**config.mk**
```make
export PLATFORM = sky130hd
export DESIGN_NAME = base64_encoder_core
export DESIGN_NICKNAME = d
export VERILOG_FILES = /design/src/b64e_pkg.sv /design/src/b64e_fifo.sv /design/src/b64e_front.sv /design/src/b64e_back.sv /design/src/base64_encoder_core.sv
export SDC_FILE = /design/constraint.sdc
export NUM_CORES = 1
export LEC_CHECK = 0
export BUFFER_PORTS_ARGS = -buffer_cell sky130_fd_sc_hd__buf_4
export CORE_UTILIZATION = 55
export DETAILED_ROUTE_END_ITERATION = 16
export GPL_TIMING_DRIVEN = 0
export PLACE_DENSITY_LB_ADDON = 0.08
export SETUP_SLACK_MARGIN = 0.2
export SLEW_MARGIN = 20
export SYNTH_ARGS = -nofsm -noshare
export SYNTH_HDL_FRONTEND = slang
export SYNTH_HIERARCHICAL = 1
export SYNTH_SLANG_ARGS = --single-unit
```
**constraint.sdc**
```tcl
create_clock -name clk_i -period 4.38 [get_ports clk_i]
set_clock_uncertainty 0.05 [all_clocks]
set_input_delay 0.876 -clock clk_i [delete_from_list [all_inputs] [get_ports clk_i]]
set_output_delay 0.876 -clock clk_i [all_outputs]
set_load 0.02 [all_outputs]
```
**src/b64e_pkg.sv**
```systemverilog
// Shared types, constants and the sextet-to-character function of the Base64 encoder.
`default_nettype none

package b64e_pkg;

  localparam int unsigned ByteW = 8;
  localparam int unsigned CharW = 7;
  localparam int unsigned SextW = 6;

  localparam logic [CharW-1:0] PadChar = 7'h3D;
  localparam logic [1:0] LastCharIdx = 2'd3;

  // One complete or final group as handed from the front to the back.
  typedef struct packed {
    logic [3*ByteW-1:0] bits;     // first byte in the top bits, missing bytes are zero
    logic [1:0]         n_bytes;  // 1 to 3 bytes carry data
    logic               last;
  } b64e_group_t;

  function automatic logic [CharW-1:0] b64e_char(input logic [SextW-1:0] s);
    logic [CharW-1:0] v;
    logic [CharW-1:0] c;
    v = {1'b0, s};
    if (v < 7'd26) begin
      c = 7'h41 + v;
    end else if (v < 7'd52) begin
      c = 7'h61 + (v - 7'd26);
    end else if (v < 7'd62) begin
      c = 7'h30 + (v - 7'd52);
    end else if (v == 7'd62) begin
      c = 7'h2B;
    end else begin
      c = 7'h2F;
    end
    return c;
  endfunction

endpackage

`default_nettype wire

```
**src/b64e_fifo.sv**
```systemverilog
// Short register queue of byte groups between the front and the back of the encoder.
`default_nettype none

module b64e_fifo
  import b64e_pkg::*;
#(
  parameter int unsigned Depth = 2
) (
  input  wire logic        clk_i,
  input  wire logic        rst_ni,
  input  wire logic        wr_en_i,
  input  wire b64e_group_t wr_data_i,
  output logic             full_o,
  input  wire logic        rd_en_i,
  output b64e_group_t      rd_data_o,
  output logic             empty_o
);

  localparam int unsigned PtrW = (Depth > 1) ? $clog2(Depth) : 1;
  localparam int unsigned CntW = $clog2(Depth + 1);
  localparam logic [PtrW-1:0] LastPtr = PtrW'(Depth - 1);
  localparam logic [CntW-1:0] DepthCnt = CntW'(Depth);

  b64e_group_t           mem_q [Depth];
  logic [PtrW-1:0]       wr_ptr_q, wr_ptr_d;
  logic [PtrW-1:0]       rd_ptr_q, rd_ptr_d;
  logic [CntW-1:0]       count_q, count_d;
  logic                  do_wr, do_rd;

  assign full_o    = (count_q == DepthCnt);
  assign empty_o   = (count_q == '0);
  assign do_wr     = wr_en_i && !full_o;
  assign do_rd     = rd_en_i && !empty_o;
  assign rd_data_o = mem_q[rd_ptr_q];

  always_comb begin
    wr_ptr_d = wr_ptr_q;
    rd_ptr_d = rd_ptr_q;
    count_d  = count_q;
    if (do_wr) begin
      wr_ptr_d = (wr_ptr_q == LastPtr) ? '0 : wr_ptr_q + 1'b1;
    end
    if (do_rd) begin
      rd_ptr_d = (rd_ptr_q == LastPtr) ? '0 : rd_ptr_q + 1'b1;
    end
    if (do_wr && !do_rd) begin
      count_d = count_q + 1'b1;
    end else if (do_rd && !do_wr) begin
      count_d = count_q - 1'b1;
    end
  end

  always_ff @(posedge clk_i or negedge rst_ni) begin
    if (!rst_ni) begin
      wr_ptr_q <= '0;
      rd_ptr_q <= '0;
      count_q  <= '0;
    end else begin
      wr_ptr_q <= wr_ptr_d;
      rd_ptr_q <= rd_ptr_d;
      count_q  <= count_d;
    end
  end

  always_ff @(posedge clk_i) begin
    if (do_wr) begin
      mem_q[wr_ptr_q] <= wr_data_i;
    end
  end

  // The fill count never passes the depth.
  assert property (@(posedge clk_i) disable iff (!rst_ni) count_q <= DepthCnt)
    else $error("queue count above depth");

  // A write request on a full queue is dropped, so the count cannot grow then.
  assert property (@(posedge clk_i) disable iff (!rst_ni)
    (full_o && !rd_en_i) |=> (count_q == DepthCnt))
    else $error("queue overrun");

endmodule

`default_nettype wire

```
**src/b64e_front.sv**
```systemverilog
// Front of the encoder: gathers input bytes into groups of up to three.
`default_nettype none

module b64e_front
  import b64e_pkg::*;
(
  input  wire logic             clk_i,
  input  wire logic             rst_ni,
  input  wire logic             push,
  output logic                  full,
  input  wire logic [ByteW-1:0] data_byte_i,
  input  wire logic             last_byte_i,
  output logic                  grp_valid_o,
  output b64e_group_t           grp_o,
  input  wire logic             grp_full_i
);

  logic [ByteW-1:0] held_q [2];
  logic [1:0]       held_count_q, held_count_d;
  logic             accept, complete, two_held;
  logic [ByteW-1:0] g0, g1, g2;

  assign full     = grp_full_i;
  assign accept   = push && !grp_full_i;
  // A count of three cannot occur; it behaves like two.
  assign two_held = held_count_q[1];
  assign complete = accept && (last_byte_i || two_held);

  always_comb begin
    g0 = (held_count_q != 2'd0) ? held_q[0] : data_byte_i;
    g1 = two_held ? held_q[1] : ((held_count_q == 2'd1) ? data_byte_i : '0);
    g2 = two_held ? data_byte_i : '0;
    grp_o.bits    = {g0, g1, g2};
    grp_o.n_bytes = two_held ? 2'd3 : held_count_q + 2'd1;
    grp_o.last    = last_byte_i;
  end

  assign grp_valid_o = complete;

  always_comb begin
    held_count_d = held_count_q;
    if (complete) begin
      held_count_d = '0;
    end else if (accept) begin
      held_count_d = held_count_q + 2'd1;
    end
  end

  always_ff @(posedge clk_i or negedge rst_ni) begin
    if (!rst_ni) begin
      held_count_q <= '0;
    end else begin
      held_count_q <= held_count_d;
    end
  end

  always_ff @(posedge clk_i) begin
    if (accept && !complete) begin
      held_q[held_count_q[0]] <= data_byte_i;
    end
  end

endmodule

`default_nettype wire

```
**src/b64e_back.sv**
```systemverilog
// Back of the encoder: turns each queued group into four output characters.
`default_nettype none

module b64e_back
  import b64e_pkg::*;
(
  input  wire logic        clk_i,
  input  wire logic        rst_ni,
  input  wire b64e_group_t grp_i,
  input  wire logic        grp_empty_i,
  output logic             grp_pop_o,
  output logic             empty,
  input  wire logic        pop,
  output logic [CharW-1:0] out_char_o,
  output logic             last_char_o
);

  b64e_group_t      cur_q;
  logic             busy_q, busy_d;
  logic [1:0]       idx_q, idx_d;
  logic             load, taken;
  logic [SextW-1:0] sext;

  assign taken     = pop && busy_q;
  assign load      = !grp_empty_i && (!busy_q || (taken && idx_q == LastCharIdx));
  assign grp_pop_o = load;
  assign empty     = !busy_q;

  always_comb begin
    case (idx_q)
      2'd0:    sext = cur_q.bits[23:18];
      2'd1:    sext = cur_q.bits[17:12];
      2'd2:    sext = cur_q.bits[11:6];
      default: sext = cur_q.bits[5:0];
    endcase
    // A group of n bytes carries n + 1 data characters; the rest are pads.
    out_char_o  = (idx_q <= cur_q.n_bytes) ? b64e_char(sext) : PadChar;
    last_char_o = cur_q.last && (idx_q == LastCharIdx);
  end

  always_comb begin
    busy_d = busy_q;
    idx_d  = idx_q;
    if (load) begin
      busy_d = 1'b1;
      idx_d  = '0;
    end else if (taken) begin
      if (idx_q == LastCharIdx) begin
        busy_d = 1'b0;
        idx_d  = '0;
      end else begin
        idx_d = idx_q + 2'd1;
      end
    end
  end

  always_ff @(posedge clk_i or negedge rst_ni) begin
    if (!rst_ni) begin
      busy_q <= 1'b0;
      idx_q  <= '0;
    end else begin
      busy_q <= busy_d;
      idx_q  <= idx_d;
    end
  end

  always_ff @(posedge clk_i) begin
    if (load) begin
      cur_q <= grp_i;
    end
  end

  // While idle the character index rests at zero.
  assert property (@(posedge clk_i) disable iff (!rst_ni) !busy_q |-> (idx_q == 2'd0))
    else $error("character index moved while idle");

  // A stalled character holds its position in the group.
  assert property (@(posedge clk_i) disable iff (!rst_ni)
    (busy_q && !pop) |=> (busy_q && $stable(idx_q)))
    else $error("character lost while stalled");

endmodule

`default_nettype wire

```
**src/base64_encoder_core.sv**
```systemverilog
// Base64 encoder: gathers bytes into groups of three and emits four characters per group.
//
// Input channel: push / full with data_byte_i and last_byte_i; a word is taken at a
// clock edge where push is high and full is low. Output channel: empty / pop with
// out_char_o and last_char_o; the oldest character is shown while empty is low and is
// taken at an edge where pop is high and empty is low.
// Every three bytes, or a shorter final group, yield four characters, padded with '='
// when the group is short; last_char_o marks the final character of a message.
// The byte that closes a group completes it in the front; the group is written into the
// queue and then loaded into the back's serializer before its first character is shown.
// Throughput is one character per cycle while pop stays high; the serializer sets it.
// A queue of FifoDepth groups sits between the byte gatherer and the serializer, so
// bytes keep flowing while the receiver stalls until that queue fills; then full rises.
// Reset empties the queue, drops any partly gathered group and leaves the output empty.

`default_nettype none

module base64_encoder_core
  import b64e_pkg::*;
#(
  parameter int unsigned FifoDepth = 2
) (
  input  wire logic             clk_i,
  input  wire logic             rst_ni,
  input  wire logic             push,
  output logic                  full,
  input  wire logic [ByteW-1:0] data_byte_i,
  input  wire logic             last_byte_i,
  output logic                  empty,
  input  wire logic             pop,
  output logic [CharW-1:0]      out_char_o,
  output logic                  last_char_o
);

  b64e_group_t wr_grp, rd_grp;
  logic        wr_en, q_full, q_empty, rd_en;

  b64e_front u_front (
    .clk_i       (clk_i),
    .rst_ni      (rst_ni),
    .push        (push),
    .full        (full),
    .data_byte_i (data_byte_i),
    .last_byte_i (last_byte_i),
    .grp_valid_o (wr_en),
    .grp_o       (wr_grp),
    .grp_full_i  (q_full)
  );

  b64e_fifo #(
    .Depth (FifoDepth)
  ) u_fifo (
    .clk_i     (clk_i),
    .rst_ni    (rst_ni),
    .wr_en_i   (wr_en),
    .wr_data_i (wr_grp),
    .full_o    (q_full),
    .rd_en_i   (rd_en),
    .rd_data_o (rd_grp),
    .empty_o   (q_empty)
  );

  b64e_back u_back (
    .clk_i       (clk_i),
    .rst_ni      (rst_ni),
    .grp_i       (rd_grp),
    .grp_empty_i (q_empty),
    .grp_pop_o   (rd_en),
    .empty       (empty),
    .pop         (pop),
    .out_char_o  (out_char_o),
    .last_char_o (last_char_o)
  );

endmodule

`default_nettype wire
```
==> metrics.csv <==
metric;value;unit
area_growth;12.7;%
tightest_slew;0.653;ns
worstSetupPathType;reg -> out;
initial_core_util;57.4;%
ys_ff_latch;106;
post-route-cell-area;5400;µm²
dpl_cell_area;5150;µm²
num_rows;33;
path_cells;inv_1 > ha_2 > a222oi_1 > mux2_4 > inv_2 > ha_1 > a31o_2 > a21oi_4 > a221oi_2 > o311ai_2 > buf_4;
ir_drop;0.316;mV
period_minus_slack;3.99;ns
grt_pass1_wl;12000;µm
first_global_vias;2462;
antenna_found_initial;0;
synth_flop_cell;edfxtp_1;
clk-insertion-delay-late;0.35;ns
die_x;95.3;µm
synth.distinct_cells;47;
cts_tree;built;
fmax;251;MHz
diodes;0;
crit_path_end_kind;output port;
async_flop_share;8.49;%
maxSlewHeadroom;56.2;%
grt_use_total;18.2;%
numPortBuffers;22;
htree_levels;3;
synth_edf_count;97;
worstPathArrival;3.07;ns
finalHoldViolCount;0;
syn_nets;344;
fin_crit_sh;91.1;%
fin_util;64.7;%
cts_root_buffer;clkbuf_8;
leakagePower;2.03;nW
max_cap_viol_count;0;
syn_avg_cell_area;15.1;µm²
drt_iter0_drc;152;
totalPowerFinal;4.05;mW
routed_via_density;5.32;
drive_above_1_share;29.4;%
vias;2496;
ant_nets;0;
totalWireLength;7380;µm
syn_inst;318;
start_kind;flop;
seq_area;3140;µm²
drv_slew;0;
crit_buf_inv;3;
required;3.45;ns
p_per_area;750;nW/µm²
setup_viol;0;
max_stage_delay;0.42;ns
wl_per_cell;15.7;µm
die_h;95.3;µm
multi_input_area;1490;µm²
gp_congestion;0.907;
holdWs;0.281;ns
tns;0;ns
crit_slowest_cell;dfrtp_1;
drc;0;
ys_warn_count;6;
firstDrtPassIters;4;
gr-total-overflow;0;
cpLargestDelayFamily;compound AO/OA/AOI/OAI gates;
worstPathMaxFanout;7;
cts_sinks;106;
post-dp-hpwl;5320;µm
synth_area;4790;µm²
numCtsBuffers;9;
clock_path_buffers;2;
nets;385;
hp-class;in -> async;
fill_cells;624;
grt_max_degree;28;
ys_seq_area_share;65.5;%
design.die.area;9090;µm²
postCtsHoldBufs;0;
core;8340;µm²
clk_pin_slew;0.10;ns
outcome;finished clean;
rsz0062_at_grt;false;
ios;23;
-- per-stage QoR --
stage               worst slack, ns  std cells
detailed placement            0.599        447
global route                  0.186        469
CTS                           0.218        465
finish                        0.389        469
floorplan                     0.911        318
global placement              0.298        445
-- Yosys cell counts (all sizes together) (2+ instances only) --
cell    instances  share of area (%)
o21ai          20                2.1
o21a            2               0.31
mux2           38                 11
ha             13                3.4
nand2b          2               0.26
edfxtp         97                 61
a22o            4               0.73
inv            21                1.6
a221oi          2               0.50
o211ai          2               0.31
mux2i           2               0.50
a22oi           5               0.78
buf            10                2.1
and2           13                1.7
nand2          28                2.2
a211oi          3               0.47
xor2            2               0.37
clkbuf          3               0.24
nand3           2               0.21
and3            2               0.29
a21oi           7               0.97
nor2           11               0.86
a222oi          4               0.84
dfrtp           9                4.7
xnor2           5               0.91
-- report_power, final --
part           total, mW  internal (mW)  switching, mW
combinational       1.97          0.899           1.07
sequential          1.50           1.43         0.0764
clock              0.577          0.265          0.311
-- worst register-to-register path: cells and delay by family (launching register included) --
kind	cells	cell delay, ns
buffers and inverters	3	0.47
adder cells (fa/ha/maj)	2	0.46
XOR/XNOR	1	0.14
AND/OR/NAND/NOR	2	0.25
flip-flops	1	0.42
AO/OA/AOI/OAI	2	0.38
-- flip-flops by register name, indices dropped and copies added, names as in the netlist --
register / cells
u_back/cur_q: 27
u_back/busy_q: 1
u_fifo/mem_q: 54
u_fifo/rd_ptr_q: 1
u_front/held_q: 16
u_front/held_count_q: 2
u_fifo/wr_ptr_q: 1
u_back/idx_q: 2
u_fifo/count_q: 2
-- final timing paths --
check / start / endpoint / slack [ns] / cells past startpoint
setup reg to reg: u_back/idx_q[0] / u_fifo/count_q[1] / 2.15 / 10
setup / recovery: u_back/idx_q[0] / out_char_o[5] / 0.39 / 11
max in group asynchronous: rst_ni / u_back/idx_q[1] / 3.85 / 1
hold reg to reg: u_fifo/count_q[1] / u_fifo/count_q[1] / 0.49 / 1
hold / removal: rst_ni / u_fifo/wr_ptr_q / 0.28 / 1
min in group clk_i: u_fifo/count_q[1] / u_fifo/count_q[1] / 0.49 / 1
-- timing repair --
item / in CTS / in global routing
setup buffers: 2 / 4
pin swaps: 0 / 2
endpoints found under the setup margin: 1 / 5
cloned: 0 / 0
resized for setup: 0 / 2
-- placed cells by master, fill, tap and decap left out, types with 5 or more instances in the layout --
cell      synthesis  layout
edfxtp_1         97      97
buf_4             4      32
nand2_1          28      28
mux2_4           21      21
inv_1            19      19
o21ai_0          18      18
mux2_2           16      16
and2_1           13      13
ha_1             13      11
nor2_1           11      10
clkbuf_8          0       9
dfrtp_1           9       9
a22oi_1           5       5
a21oi_1           6       5
xnor2_1           5       5
-- layout make-up --
| type | instances | area share (%) |
|---|---|---|
| clock inverters | 6 | 1.25 |
| flip-flops and latches | 106 | 58.1 |
| well taps | 105 | 2.43 |
| repair buffers | 30 | 4.77 |
| plain buffers | 13 | 2.11 |
| multi-input cells | 178 | 27.5 |
| inverters | 21 | 1.46 |
| clock buffers | 10 | 2.36 |
-- per-layer routing --
metal  track usage, %  share of wire, %  vias up
met5                0                 0        -
met4             7.83               2.2        0
met3             3.91               3.7       15
met2             29.4                47       58
met1             23.9                47     1163
li1                 -                 -     1260
-- cells by family (layout without fill, tap and decap cells) --
logic type	count (synthesis)	after routing	share of synthesized area (%)
DFF	106	106	65.5
and+or+nand+nor	64	64	6.71
AOI/OAI and AO/OA	54	54	8.02
muxes	40	40	11.1
buffers and inverters	34	80	4.02
adders and majority gates	13	13	3.40
xor gates and xnor gates	7	7	1.28
Note: power is estimated with default switching activity, not from simulation.
